<file path="config.mk">
export PLATFORM = sky130hd
export DESIGN_NAME = ptw_ctrl
export DESIGN_NICKNAME = d
export VERILOG_FILES = /design/src/rtl/ptw_pkg.sv /design/src/rtl/ptw_ctrl.sv
export SDC_FILE = /design/constraint.sdc
export NUM_CORES = 1
export LEC_CHECK = 0
export CAP_MARGIN = 0
export CORE_AREA = 2 2 39 41
export CTS_CLUSTER_DIAMETER = 50
export DETAILED_ROUTE_END_ITERATION = 6
export DIE_AREA = 0 0 41 43
export DONT_BUFFER_PORTS = 1
export PLACE_DENSITY = 0.3
export SLEW_MARGIN = 20
export SYNTH_ARGS = -nofsm -noshare
export SYNTH_HDL_FRONTEND = slang
export SYNTH_SLANG_ARGS = --single-unit
</file>
<file path="constraint.sdc">
create_clock -name clk -period 2.3 [get_ports clk]
set_clock_uncertainty 0.15 [all_clocks]
set_input_delay 0.23 -clock clk [delete_from_list [all_inputs] [get_ports clk]]
set_output_delay 0.23 -clock clk [all_outputs]
set_load 0.02 [all_outputs]
</file>
<file path="src/rtl/ptw_pkg.sv">
// ptw_pkg: widths, constants, command/status structs and the index helper
// for the four-level page table walker; no dependencies
package ptw_pkg;

  localparam int ENTRY_W          = 64;
  localparam int VA_W             = 48;
  localparam int ADDR_IN_W        = 13;
  localparam int ROOT_W           = 4;
  localparam int IDX_W            = 9;
  localparam int ENTRIES_PER_PAGE = 512;
  localparam int PHYS_PAGES       = 16;
  localparam int TABLE_DEPTH      = PHYS_PAGES * ENTRIES_PER_PAGE;
  localparam int PAGE_W           = $clog2(PHYS_PAGES);
  localparam int ADDR_W           = $clog2(TABLE_DEPTH);
  localparam int PPN_LO           = 12;
  localparam int PPN_HI           = 51;
  localparam int PPN_W            = PPN_HI - PPN_LO + 1;
  localparam int PRESENT_BIT      = 0;
  localparam int LEVEL_W          = 2;
  localparam int L0_SHIFT         = 39;
  localparam int L1_SHIFT         = 30;
  localparam int L2_SHIFT         = 21;
  localparam int L3_SHIFT         = 12;

  localparam logic [LEVEL_W-1:0] LEVEL_TOP  = 2'd0;
  localparam logic [LEVEL_W-1:0] LEVEL_LAST = 2'd3;

  localparam logic OP_WRITE     = 1'b0;
  localparam logic OP_TRANSLATE = 1'b1;

  typedef enum logic [1:0] {
    RES_ZERO,
    RES_FAULT,
    RES_LEAF,
    RES_HOLD
  } res_src_t;

  typedef struct packed {
    logic     start;
    logic     read_root;
    logic     read_next;
    logic     mem_write;
    logic     load_out;
    logic     save_hold;
    res_src_t res_src;
  } ptw_cmd_t;

  typedef struct packed {
    logic root_bad;
    logic next_bad;
    logic absent;
    logic last_level;
    logic out_free;
  } ptw_stat_t;

  function automatic logic [IDX_W-1:0] level_index(input logic [VA_W-1:0] va,
                                                    input logic [LEVEL_W-1:0] lvl);
    logic [IDX_W-1:0] idx;
    case (lvl)
      2'd0:    idx = va[L0_SHIFT +: IDX_W];
      2'd1:    idx = va[L1_SHIFT +: IDX_W];
      2'd2:    idx = va[L2_SHIFT +: IDX_W];
      default: idx = va[L3_SHIFT +: IDX_W];
    endcase
    return idx;
  endfunction

endpackage

</file>
<file path="src/rtl/ptw_ctrl.sv">
// ptw_ctrl: walk sequencer, issues commands to the datapath from its status
// depends on ptw_pkg
module ptw_ctrl (
  input  logic               clk,
  input  logic               rst,
  input  logic               in_valid,
  input  logic               in_opcode,
  output logic               in_ready,
  input  ptw_pkg::ptw_stat_t stat,
  output ptw_pkg::ptw_cmd_t  cmd
);
  import ptw_pkg::*;

  typedef enum logic [1:0] {
    S_IDLE,
    S_WALK,
    S_FINISH
  } state_t;

  state_t state;
  state_t state_next;
  logic   finish;

  always_comb begin
    cmd        = '0;
    in_ready   = 1'b0;
    finish     = 1'b0;
    state_next = state;
    case (state)
      S_IDLE: begin
        in_ready = 1'b1;
        if (in_valid) begin
          if (in_opcode == OP_WRITE) begin
            cmd.mem_write = 1'b1;
            cmd.res_src   = RES_ZERO;
            finish        = 1'b1;
          end else begin
            cmd.start = 1'b1;
            if (stat.root_bad) begin
              cmd.res_src = RES_FAULT;
              finish      = 1'b1;
            end else begin
              cmd.read_root = 1'b1;
              state_next    = S_WALK;
            end
          end
        end
      end
      S_WALK: begin
        if (stat.absent) begin
          cmd.res_src = RES_FAULT;
          finish      = 1'b1;
        end else if (stat.last_level) begin
          cmd.res_src = RES_LEAF;
          finish      = 1'b1;
        end else if (stat.next_bad) begin
          cmd.res_src = RES_FAULT;
          finish      = 1'b1;
        end else begin
          cmd.read_next = 1'b1;
        end
      end
      S_FINISH: begin
        cmd.res_src = RES_HOLD;
        if (stat.out_free) begin
          cmd.load_out = 1'b1;
          state_next   = S_IDLE;
        end
      end
      default: begin
        state_next = S_IDLE;
      end
    endcase
    // result goes straight out when the output register is free, else parks
    if (finish) begin
      if (stat.out_free) begin
        cmd.load_out = 1'b1;
        state_next   = S_IDLE;
      end else begin
        cmd.save_hold = 1'b1;
        state_next    = S_FINISH;
      end
    end
  end

  always_ff @(posedge clk) begin
    if (rst) begin
      state <= S_IDLE;
    end else begin
      state <= state_next;
    end
  end

endmodule

</file>
==> key figures <==
Floorplanning
  – Initial Util: 0.145
  – Die Area: 1760 um^2
  – Die width: 41 um
  – Rows: 14
  – DIE HEIGHT: 43 um
  – Io pins: 18
  – Core Box Area: about 1400 um^2

Clock network
  – CTS tree: done
  – Skew-Pair Late Insertion Delay: 220 ps
  – Total CTS buffers: 3
  – CTS max path bufs: 2
  – H-Tree Depth: 1
  – Clk slew on worst S/H paths: 30 ps
  – # resized after CTS: 0
  – CTS sink cnt: 2
  – Post-CTS Setup Inserts: 0
  – Root Driver: clkbuf_4

Logic synthesis
  – Post-synth top area cell: dfxtp_1
  – Post-synthesis mux area share: 0
  – Area contributors post-synth: dfxtp_1, nand2b_1, a32oi_2, nor2_1, nor2_4
  – Compound-Gate Fraction of Synth Area: 0.331
  – Mapped Cells: 24
  – Share of the synthesized area in the top cell type: 0.200
  – Average size of a mapped cell: ~8.3 um^2
  – Yosys reg bits: 2
  – Post-Syn Area: about 200 um^2
  – Syn Nets: 33
  – Simple-gate share of the synthesized area: 0.413
  – Seq/Total Area, Yosys: 0.200
  – Synth Area in Adders: 0
  – Synth unique cells: 19
  – Main combinational cell family by area after synthesis: simple AND/OR/NAND/NOR gates
  – Synth warnings: 0
  – Post-Synth XOR/XNOR Area: 0

Placement
  – HPWL Detailed: roughly 470 um
  – Routability cong.: 0.585
  – Port Buffers: 0

Pwr
  – Power per cell area: slightly below 600 nW/um^2
  – Peak VDD IR: 196 uV
  – Static leakage: 0.109 nW

GRT
  – Vias in the first global route: 226
  – Largest net degree at the start of global routing: 7
  – Initial antenna violation count: 0
  – Remaining Overflow, GRT: 0
  – First-pass GRT wire length: 890 um
  – GRT Total Usage: 0.0812

Drt
  – Drt total wl: 593 um
  – First-pass DRT Iterations: 4
  – Routed wire per std cell: 12.9 um
  – Via Count: approximately 210
  – Via/cell ratio: 4.50
  – Drt drc: 0
  – Remaining antenna violation count after routing: 0
  – Starting DRT DRC Count: 4

Timing
  – Fin crit period: approximately 1700 ps
  – RSZ-0062 raised after global routing: no
  – Tcrit/Tclk final: 0.740
  – Max-slew violations: 0
  – Hold Slack: 24.9 ps
  – Setup TNS: 0 ps
  – Final hold vios: 0
  – Setup Viol. Count Final: 0
  – FMAX: 587 MHz
  – Worst-Margin Slew: 475 ps
  – Rel. slew slack: 0.688

Setup path
  – Crit path kind: reg -> reg
  – Crit path capture type: flop
  – Critical path's largest stage delay: ~570 ps
  – Slowest CP cell: dlygate4sd3_1
  – Data required, critical path: 2260 ps
  – Cell breakdown of the critical path: nor2_1, a32oi_2, a211oi_1, dlygate4sd3_1
  – Worst Path Arrival: approximately 1700 ps
  – CP max FO: 6
  – Worst Setup Start Kind: flop

Final layout
  – Top reg by flops: state
  – Area Growth Syn to Fin: 35.0%
  – Max reg flops: 2
  – Most frequent cells in the layout: nand2b_1, nor2_1, clkbuf_4
  – Top Registers: state x2
  – Share of layout cells above drive strength 1: 0.333
  – Nets: 41
  – Antenna diode count: 0

Outcome
  – Status: complete, no violations

Flow run
  – Max cap viols: 0

Worst hold path
  – Hold WC Path Type: in -> reg
stage by stage:
stage	worst slack, ps	power [mW]	instance area, um^2	cells	util
after floorplan	655	0.0736	200	24	-
after global placement	853	0.0789	228	41	0.165
after detailed placement	846	0.0795	228	41	0.165
after CTS	600	0.164	270	46	0.195
after global routing	454	0.169	270	46	0.195
final	597	0.159	270	46	0.195
power breakdown:
group	switching [mW]	leakage [nW]	internal, mW
logic	0.0260	0.0786	0.0170
registers	0.00187	0.0163	0.0365
clock network	0.0197	0.0138	0.0576
total	0.0476	0.109	0.111
kinds of logic after synthesis:
kind of cell	after synthesis
compound gates	8
simple gates	12
buf+inv	2
flops	2
final timing paths:
kind	startpoint	to	slack, ps	depth (start not counted)
setup / recovery	state[1]$_SDFFE_PP0P_	state[1]$_SDFFE_PP0P_	600	4
hold / removal	rst	state[0]$_SDFFE_PP0P_	20	1
setup reg to reg	state[1]$_SDFFE_PP0P_	state[1]$_SDFFE_PP0P_	600	4
hold reg to reg	state[0]$_SDFFE_PP0P_	state[0]$_SDFFE_PP0P_	660	3
cell type report:
type / count / area, um^2
fillers: 158 / 1110
clock buffers: 3 / 22.5
well taps: 16 / 20.0
multi-input cells: 20 / 149
flip-flops and latches: 2 / 40.0
inverters: 1 / 3.75
repair buffers: 4 / 35.0
cell usage after synthesis:
| library cell | number |
|---|---|
| nor2_2 | 1 |
| nand2b_1 | 3 |
| a21boi_1 | 1 |
| nor2_1 | 3 |
| dfxtp_1 | 2 |
| nor2_4 | 1 |
| inv_1 | 1 |
| a31oi_1 | 1 |
| and3_1 | 1 |
| a32oi_2 | 1 |
| o21ba_1 | 1 |
| o22ai_1 | 1 |
| o31ai_1 | 1 |
| a211oi_1 | 1 |
| a21oi_1 | 1 |
| or3_4 | 1 |
| buf_4 | 1 |
| or3b_4 | 1 |
| nor2b_1 | 1 |
routing by layer:
metal,track usage,vias up,wire length [um]
met3,0.0314,2,84
met4,0.0800,0,14
met2,0.116,15,270
met1,0.0831,90,224
li1,-,100,-
met5,0,-,0
timing repair:
action | 4_1_cts | 5_1_grt
setup endpoints to repair | 0 | 0
hold buffers | 2 | 0
endpoints found under the hold margin | 1 | 0
critical path, delay by kind of cell (launching register included):
kind / cells / cell delay, ps
buf+inv: 1 / 570
simple gates: 1 / 100
flops: 1 / 390
compound gates: 2 / 390
No activity file was read; power rests on OpenSTA's default activity.
